<file path="src/rtl/core/ocf_pkg.sv">
package ocf_pkg;

    // sample counter, saturating
    localparam int COUNT_W   = 10;
    localparam int COUNT_MAX = 1023;

    // consecutive over-limit counter, saturating
    localparam int RUN_W   = 6;
    localparam int RUN_MAX = 63;

    // configuration register widths
    localparam int LIMIT_W = 12;
    localparam int SKIP_W  = 10;
    localparam int TRIP_W  = 6;
    localparam int ZREF_W  = 12;

    // voltage fields on the result side
    localparam int VOLT_W = 12;

    // reset values of the configuration registers
    localparam logic [LIMIT_W-1:0] LIMIT_RST = 12'd0;
    localparam logic [SKIP_W-1:0]  SKIP_RST  = 10'd40;
    localparam logic [TRIP_W-1:0]  TRIP_RST  = 6'd20;
    localparam logic [ZREF_W-1:0]  ZREF_RST  = 12'h045;

    // apb port
    localparam int APB_ADDR_W = 4;
    localparam int APB_DATA_W = 32;

    typedef enum logic [1:0] {
        REG_LIMIT = 2'd0,
        REG_SKIP  = 2'd1,
        REG_TRIP  = 2'd2,
        REG_ZREF  = 2'd3
    } t_reg_idx;

endpackage

</file>
<file path="src/rtl/core/overcurrent_trip_filter.sv">
// Over-current trip filter. Each s_axis transaction carries one set of ADC samples (current,
// input voltage, output voltage) and yields exactly one m_axis transaction. The first
// CALIBRATION_SAMPLES-1 current samples after reset are averaged to find the zero offset;
// on sample CALIBRATION_SAMPLES the offset becomes zero_reference minus that average and
// offset_ready goes high. Once current_limit is nonzero and skip_count samples have been
// seen, each current sample is offset-corrected (clamped at zero), latched into
// current_value and compared with the limit; trip pulses on the sample where a run of
// over-limit samples reaches trip_run_length increments, and trip_value keeps the value
// that tripped. Throughput is one transaction per clock unless m_axis stalls; each result
// passes through the input register, then the result register. The average is an
// exact divide by CALIBRATION_SAMPLES done as a registered multiply by its reciprocal,
// which runs off the sample sum every clock and is always current by the time the
// calibration sample reaches the result stage. Registers are written over APB at byte
// addresses 0x0 current_limit, 0x4 skip_count, 0x8 trip_run_length, 0xC zero_reference,
// and should only be changed while no transaction is in flight.
module overcurrent_trip_filter #(
    parameter int CALIBRATION_SAMPLES = 1000,
    parameter int SAMPLE_BITS         = 12,
    localparam int IN_TDATA_W  = ((3 * SAMPLE_BITS + 7) / 8) * 8,
    localparam int OUT_TDATA_W = ((2 * (SAMPLE_BITS + 1) + 2 + 2 * ocf_pkg::VOLT_W + 7) / 8) * 8
) (
    input  logic                              i_clk,
    input  logic                              i_rst_n,

    // sample stream
    input  logic                              s_axis_tvalid,
    output logic                              s_axis_tready,
    // current_sample, vin_sample, vout_sample
    input  logic [IN_TDATA_W-1:0]             s_axis_tdata,

    // result stream
    output logic                              m_axis_tvalid,
    input  logic                              m_axis_tready,
    // current_value, trip, trip_value, offset_ready, vin_value, vout_value
    output logic [OUT_TDATA_W-1:0]            m_axis_tdata,

    // register port
    input  logic                              psel,
    input  logic                              penable,
    input  logic                              pwrite,
    input  logic [ocf_pkg::APB_ADDR_W-1:0]    paddr,
    input  logic [ocf_pkg::APB_DATA_W-1:0]    pwdata,
    output logic [ocf_pkg::APB_DATA_W-1:0]    prdata,
    output logic                              pready
);
    import ocf_pkg::*;

    // sum of up to 1023 samples
    localparam int SUM_W   = SAMPLE_BITS + COUNT_W;
    // reciprocal ceil(2^SHIFT / N) gives an exact floor division for any SUM_W-bit sum
    localparam int SHIFT   = SUM_W + COUNT_W;
    localparam int RECIP_W = SHIFT - 3;
    localparam logic [63:0] RECIP_FULL =
        ((64'd1 << SHIFT) + 64'(CALIBRATION_SAMPLES) - 64'd1) / 64'(CALIBRATION_SAMPLES);
    localparam int PROD_W  = SUM_W + RECIP_W;
    // corrected current is one bit wider than a sample
    localparam int CUR_W   = SAMPLE_BITS + 1;
    localparam int OFS_W   = ((SAMPLE_BITS > ZREF_W) ? SAMPLE_BITS : ZREF_W) + 2;
    localparam int CORR_W  = OFS_W + 1;
    localparam int CMP_W   = (CUR_W > LIMIT_W) ? CUR_W : LIMIT_W;
    localparam logic [COUNT_W-1:0] CAL_COUNT = COUNT_W'(CALIBRATION_SAMPLES);

    // ---------------- configuration registers ----------------
    logic [LIMIT_W-1:0] r_limit;
    logic [SKIP_W-1:0]  r_skip;
    logic [TRIP_W-1:0]  r_trip_len;
    logic [ZREF_W-1:0]  r_zero_ref;
    logic               w_cfg_wr;
    t_reg_idx           w_reg_idx;

    assign pready    = 1'b1;
    assign w_cfg_wr  = psel && penable && pwrite && pready;
    assign w_reg_idx = t_reg_idx'(paddr[3:2]);

    always_ff @(posedge i_clk) begin
        if (!i_rst_n) begin
            r_limit    <= LIMIT_RST;
            r_skip     <= SKIP_RST;
            r_trip_len <= TRIP_RST;
            r_zero_ref <= ZREF_RST;
        end else if (w_cfg_wr) begin
            case (w_reg_idx)
                REG_LIMIT: r_limit    <= pwdata[LIMIT_W-1:0];
                REG_SKIP:  r_skip     <= pwdata[SKIP_W-1:0];
                REG_TRIP:  r_trip_len <= pwdata[TRIP_W-1:0];
                REG_ZREF:  r_zero_ref <= pwdata[ZREF_W-1:0];
                default:   r_limit    <= r_limit;
            endcase
        end
    end

    always_comb begin
        case (w_reg_idx)
            REG_LIMIT: prdata = APB_DATA_W'(r_limit);
            REG_SKIP:  prdata = APB_DATA_W'(r_skip);
            REG_TRIP:  prdata = APB_DATA_W'(r_trip_len);
            REG_ZREF:  prdata = APB_DATA_W'(r_zero_ref);
            default:   prdata = '0;
        endcase
    end

    // ---------------- input stage: sample count and calibration sum ----------------
    logic                   r_in_valid;
    logic [SAMPLE_BITS-1:0] r_in_cur;
    logic [SAMPLE_BITS-1:0] r_in_vin;
    logic [SAMPLE_BITS-1:0] r_in_vout;
    logic [COUNT_W-1:0]     r_in_count;
    logic [COUNT_W-1:0]     r_count;
    logic [COUNT_W-1:0]     n_count;
    logic [SUM_W-1:0]       r_offset_sum;
    logic [PROD_W-1:0]      w_prod;
    logic [SAMPLE_BITS-1:0] r_quot;
    logic                   w_accept;
    logic                   w_move;
    logic                   r_out_valid;

    assign w_move        = r_in_valid && (!r_out_valid || m_axis_tready);
    assign s_axis_tready = !r_in_valid || w_move;
    assign w_accept      = s_axis_tvalid && s_axis_tready;

    assign n_count = (r_count < COUNT_W'(COUNT_MAX)) ? (r_count + 1'b1) : r_count;

    always_ff @(posedge i_clk) begin
        if (!i_rst_n) begin
            r_in_valid   <= 1'b0;
            r_count      <= '0;
            r_offset_sum <= '0;
        end else begin
            if (w_accept) begin
                r_in_valid <= 1'b1;
                r_count    <= n_count;
                // samples before the calibration sample feed the average
                if (n_count < CAL_COUNT) begin
                    r_offset_sum <= r_offset_sum + SUM_W'(s_axis_tdata[SAMPLE_BITS-1:0]);
                end
            end else if (w_move) begin
                r_in_valid <= 1'b0;
            end
        end
    end

    always_ff @(posedge i_clk) begin
        if (w_accept) begin
            r_in_cur   <= s_axis_tdata[SAMPLE_BITS-1:0];
            r_in_vin   <= s_axis_tdata[2*SAMPLE_BITS-1:SAMPLE_BITS];
            r_in_vout  <= s_axis_tdata[3*SAMPLE_BITS-1:2*SAMPLE_BITS];
            r_in_count <= n_count;
        end
    end

    // sum / N, refreshed every clock; the sum is frozen before the calibration
    // sample leaves the input stage
    assign w_prod = PROD_W'(r_offset_sum) * PROD_W'(RECIP_FULL[RECIP_W-1:0]);

    always_ff @(posedge i_clk) begin
        r_quot <= w_prod[SHIFT +: SAMPLE_BITS];
    end

    // ---------------- result stage: correction, limit check, trip ----------------
    logic                     r_calibrated;
    logic signed [OFS_W-1:0]  r_zero_offset;
    logic                     r_prev_over;
    logic [RUN_W-1:0]         r_run;
    logic [CUR_W-1:0]         r_held_cur;
    logic [CUR_W-1:0]         r_held_trip;

    logic                     w_cal;
    logic signed [OFS_W-1:0]  w_ref_s;
    logic signed [OFS_W-1:0]  w_quot_s;
    logic signed [OFS_W-1:0]  n_zero_offset;
    logic signed [CORR_W-1:0] w_cur_s;
    logic signed [CORR_W-1:0] w_corr;
    logic [CUR_W-1:0]         w_val;
    logic                     w_checked;
    logic                     n_over;
    logic [RUN_W-1:0]         n_run;
    logic                     n_trip;
    logic [CUR_W-1:0]         n_held_cur;
    logic [CUR_W-1:0]         n_held_trip;

    assign w_cal    = !r_calibrated && (r_in_count >= CAL_COUNT);
    assign w_ref_s  = OFS_W'(r_zero_ref);
    assign w_quot_s = OFS_W'(r_quot);
    assign n_zero_offset = w_cal ? (w_ref_s - w_quot_s) : r_zero_offset;

    assign w_cur_s = CORR_W'(r_in_cur);
    assign w_corr  = w_cur_s + CORR_W'(n_zero_offset);
    // negative corrected current reads as zero
    assign w_val   = w_corr[CORR_W-1] ? '0 : w_corr[CUR_W-1:0];

    assign w_checked = (r_limit != '0) && (COUNT_W'(r_in_count) >= COUNT_W'(r_skip));
    assign n_over    = w_checked && (CMP_W'(w_val) > CMP_W'(r_limit));

    always_comb begin
        n_run       = r_run;
        n_trip      = 1'b0;
        n_held_trip = r_held_trip;
        if (n_over) begin
            if (r_prev_over) begin
                // saturated run never fires again
                if (r_run < RUN_W'(RUN_MAX)) begin
                    n_run = r_run + 1'b1;
                    if (n_run == RUN_W'(r_trip_len)) begin
                        n_trip      = 1'b1;
                        n_held_trip = w_val;
                    end
                end
            end else begin
                // first over-limit sample of a run
                n_run = '0;
            end
        end
    end

    assign n_held_cur = w_checked ? w_val : r_held_cur;

    logic [CUR_W-1:0]  r_out_cur;
    logic              r_out_trip;
    logic [CUR_W-1:0]  r_out_trip_val;
    logic              r_out_ready;
    logic [VOLT_W-1:0] r_out_vin;
    logic [VOLT_W-1:0] r_out_vout;

    always_ff @(posedge i_clk) begin
        if (!i_rst_n) begin
            r_out_valid   <= 1'b0;
            r_calibrated  <= 1'b0;
            r_zero_offset <= '0;
            r_prev_over   <= 1'b0;
            r_run         <= '0;
            r_held_cur    <= '0;
            r_held_trip   <= '0;
        end else begin
            if (w_move) begin
                r_out_valid   <= 1'b1;
                r_calibrated  <= r_calibrated || w_cal;
                r_zero_offset <= n_zero_offset;
                r_prev_over   <= n_over;
                r_run         <= n_run;
                r_held_cur    <= n_held_cur;
                r_held_trip   <= n_held_trip;
            end else if (m_axis_tready) begin
                r_out_valid <= 1'b0;
            end
        end
    end

    always_ff @(posedge i_clk) begin
        if (w_move) begin
            r_out_cur      <= n_held_cur;
            r_out_trip     <= n_trip;
            r_out_trip_val <= n_held_trip;
            r_out_ready    <= r_calibrated || w_cal;
            r_out_vin      <= VOLT_W'(r_in_vin);
            r_out_vout     <= VOLT_W'(r_in_vout);
        end
    end

    assign m_axis_tvalid = r_out_valid;
    assign m_axis_tdata  = OUT_TDATA_W'({r_out_vout, r_out_vin, r_out_ready,
                                         r_out_trip_val, r_out_trip, r_out_cur});

    // ---------------- assertions ----------------
    // a trip result reports the tripping value as both current and trip value
    assert property (@(posedge i_clk) disable iff (!i_rst_n)
        (r_out_valid && r_out_trip) |-> (r_out_trip_val == r_out_cur))
        else $error("trip result with mismatched trip value");

    // calibration never undoes itself
    assert property (@(posedge i_clk) disable iff (!i_rst_n)
        r_calibrated |=> r_calibrated)
        else $error("offset calibration flag dropped");

    // calibration only after the calibration sample has been counted
    assert property (@(posedge i_clk) disable iff (!i_rst_n)
        r_calibrated |-> (r_count >= CAL_COUNT))
        else $error("calibrated before calibration sample");

    // sample counter only grows
    assert property (@(posedge i_clk) disable iff (!i_rst_n)
        $past(i_rst_n) |-> (r_count >= $past(r_count)))
        else $error("sample counter went backwards");

    // an item held in the input stage stays until it moves to the result stage
    assert property (@(posedge i_clk) disable iff (!i_rst_n)
        (r_in_valid && !w_move) |=> r_in_valid)
        else $error("input stage item lost");

endmodule
</file>
<file path="config.mk">
export PLATFORM = sky130hd
export DESIGN_NAME = overcurrent_trip_filter
export DESIGN_NICKNAME = d
export VERILOG_FILES = /design/src/rtl/core/ocf_pkg.sv /design/src/rtl/core/overcurrent_trip_filter.sv
export SDC_FILE = /design/constraint.sdc
export NUM_CORES = 1
export LEC_CHECK = 0
export BUFFER_PORTS_ARGS = -buffer_cell sky130_fd_sc_hd__buf_2
export CAP_MARGIN = 20
export CORE_MARGIN = 10
export CORE_UTILIZATION = 55
export CTS_CLUSTER_SIZE = 25
export DETAILED_ROUTE_END_ITERATION = 16
export PLACE_DENSITY = 0.86
export SLEW_MARGIN = 10
export SYNTH_ARGS = -nofsm -noshare
export SYNTH_HDL_FRONTEND = slang
export SYNTH_SLANG_ARGS = --single-unit
</file>
<file path="constraint.sdc">
create_clock -name i_clk -period 7.2 [get_ports i_clk]
set_input_delay 0.72 -clock i_clk [delete_from_list [all_inputs] [get_ports i_clk]]
set_output_delay 0.72 -clock i_clk [all_outputs]
set_load 0.005 [all_outputs]
</file>
==> run metrics <==
status finished, final reports clean; DPL Wire Length 31800 um; cell count of the worst reg-to-reg path 26; Seq pwr share 39.3%; synthesized area per cell 9.90 um^2; CP max FO 10; n_diodes 0; largest net degree at the start of global routing 64; Final Critical Period 6.73 ns; P_int 2540 uW; Worst Path Required 7.46 ns; R2R Path Start r_zero_ref[0]$_SDFFE_PN1P_; Initial Util 55.6%; CTS tree done; overall routing resource usage 20.6%; row cnt 64; area grow syn2layout 9.86%; minimum setup slack among reg-to-reg paths 0.47 ns; routability cong. 0.984; Clock power frac 30.9%; Vias/cell 5.65; Max Cap Viol 0; IO Port Bufs 122; die footprint 38300 um^2; cell taking the most area after synthesis ha_1; worst hold start s_axis_tdata[17]; Synth Instances 1715; Setup-failing EPs final 0; Hold-fix buffers, CTS 0; Post-CTS Setup Bufs 0; drt pass-1 iters 5; VDD IR max 0.172 mV; startpoint types flop; Setup CP Type flop to flop; r2r endpoint r_out_trip_val[11]$_DFFE_PP_; vias in the first global route 13.0k; CTS Buffer Depth 3; DRT antenna net count 0; post_cts resized 0; setup TNS 0 ns; Sink Count 232; Seq cells post-synth 232; CP max stage cell a211oi_2; TritonCTS buffer count 22; drt drc 0; first-pass GRT wire length 65300 um; Post-synth top cells 254 x inv_1, 240 x ha_1, 154 x nand2_1, 134 x dfxtp_1, 115 x nor2_1; Layout Skew 0.0142 ns; routed len/inst 18.0 um; DR iter-0 viols 791; layout cells sized above 1 12.2%; H-tree depth 1; CP startpoint r_zero_ref[0]$_SDFFE_PN1P_; Synth Flop Type dfxtp_1; Hold Fails Final Rpt 0; Final Max Slew Viols 0; Warnings, synthesis 0; CP most frequent cell ha_1; Buffers & Inverters on Critical Path 2; filler instances 2410; Via Count 12.7k; most area-consuming cells after synthesis ha_1 18%, edfxtp_1 17%, dfxtp_1 16%; P_leak 0.00885 uW; Nets 2253; top-count cell post-synth inv_1; critical path's top delay family compound AO/OA/AOI/OAI gates; Critical Path Sink Type flop; CP peak stage delay 0.48 ns; CORE AREA 30500 um^2; number of synthesized flops with an enable pin 98; Clock Root Buffer clkbuf_16; FFs w/ async S/R, synth 0%; clk slew on worst S/H paths 0.06 ns; period utilisation layout 93.5%; WHS 0.377 ns; post-synthesis cell type count 82; initial antenna violation count 1; Routed Wire Length 40400 um; # IOs 174; WP data arrival 6.99 ns; Seq/Total Area, Yosys 33.1%; Slew HR 29.4%; fin cells 2242; Slew @ Worst Pin 1.05 ns; DIE WIDTH 196 um; synthesized area 17000 um^2; fmax 0.149 GHz; Min-Delay Path Class input pin to flop; share of the synthesized area in the top cell type 17.7%; pwr/cell area 200 nW/um^2; clk_lat worst skew 0.52 ns; Post-Place Cells 2200; RSZ-0062 raised after global routing false; Min-Delay Endpoint r_in_vin[5]$_DFFE_PP_; combinational power share 29.8%; chip height 196 um; NetSw 1190 uW; GRT overflow 0; switching part of the total 32.0%; hold depth 1
-- final cells by class --
type,instances,area [um^2],area share [%]
Multi-Input combinational cell,1174,10100,54.1
Clock inverter,10,118,0.631
Tap cell,396,495,2.66
Timing Repair Buffer,142,758,4.07
Inverter,258,968,5.19
Clock buffer,30,601,3.22
Sequential cell,232,5630,30.2
-- cells by family (layout without fill, tap and decap cells) --
family / Yosys count / count (layout) / synth area share [%]
adder cells (fa/ha/maj): 340 / 340 / 29.5
multiplexers: 73 / 73 / 4.95
other: 2 / 25 / 0.0442
flip-flops: 232 / 232 / 33.1
buffers and inverters: 332 / 440 / 8.04
AO/OA/AOI/OAI: 258 / 258 / 9.95
AND/OR/NAND/NOR: 427 / 427 / 11.8
XOR/XNOR: 51 / 51 / 2.63
-- cell usage in the layout, fill, tap and decap left out, types with 9 or more instances in the layout --
| master | count |
|---|---|
| nand3_1 | 42 |
| a211oi_1 | 10 |
| inv_1 | 254 |
| nor2_1 | 115 |
| nor4_1 | 9 |
| buf_4 | 19 |
| nor2b_1 | 15 |
| o21ai_0 | 41 |
| clkbuf_16 | 22 |
| o21a_1 | 12 |
| nand2b_1 | 10 |
| nand2_1 | 154 |
| fa_1 | 100 |
| mux2i_1 | 40 |
| o21ai_1 | 16 |
| edfxtp_1 | 98 |
| nor3_1 | 26 |
| dfxtp_1 | 134 |
| a21o_1 | 22 |
| mux2_1 | 10 |
| buf_2 | 123 |
| xnor2_1 | 32 |
| mux2_2 | 17 |
| conb_1 | 25 |
| xor2_1 | 19 |
| nand4_1 | 13 |
| ha_1 | 240 |
| a21oi_1 | 91 |
-- power by group through the flow --
| stage | registers [uW] | clock network [uW] | logic [uW] |
|---|---|---|---|
| final | 1470 | 1150 | 1110 |
| after global routing | 1470 | 1220 | 1290 |
| after CTS | 1470 | 1160 | 1120 |
| after detailed placement | 1490 | 0 | 1100 |
| after global placement | 1490 | 0 | 1050 |
| after floorplan | 1490 | 0 | 805 |
-- flip-flops by register name, indices dropped and copies added, names as in the netlist, 6 cells and up --
name,cells
r_count,10
r_held_cur,13
r_held_trip,13
r_in_count,10
r_in_cur,12
r_in_vin,12
r_in_vout,12
r_limit,12
r_offset_sum,22
r_out_cur,13
r_out_trip_val,13
r_out_vin,12
r_out_vout,12
r_quot,12
r_run,6
r_skip,10
r_trip_len,6
r_zero_offset,14
r_zero_ref,12
-- metal layers --
layer	GRT usage, %	vias to the layer above	part of all wire [%]
li1	-	6003	-
met1	24.1	6111	39
met2	36.9	440	51
met3	2.52	108	5.7
met4	9.08	0	4.3
met5	0	-	0
-- worst max path at each step --
stage	end	slack, ns	cells past startpoint
global placement	r_out_trip_val[8]$_DFFE_PP_	0.50	27
global route	r_out_trip_val[11]$_DFFE_PP_	0.03	27
floorplan	r_out_trip_val[0]$_DFFE_PP_	1.42	29
detailed placement	r_out_trip_val[10]$_DFFE_PP_	0.24	27
finish	r_out_trip_val[11]$_DFFE_PP_	0.47	26
CTS	r_out_trip_val[10]$_DFFE_PP_	0.22	27
-- stage by stage --
stage	setup WS [ns]	util [%]	power, uW	cell area, um^2
after floorplan	1.42	-	2290	17100
after global placement	0.503	58.7	2540	17900
after detailed placement	0.242	58.7	2590	17900
after CTS	0.223	61.1	3750	18600
after global routing	0.0312	61.1	3980	18600
final	0.471	61.1	3730	18600
Power figures use the tool's default switching activity.
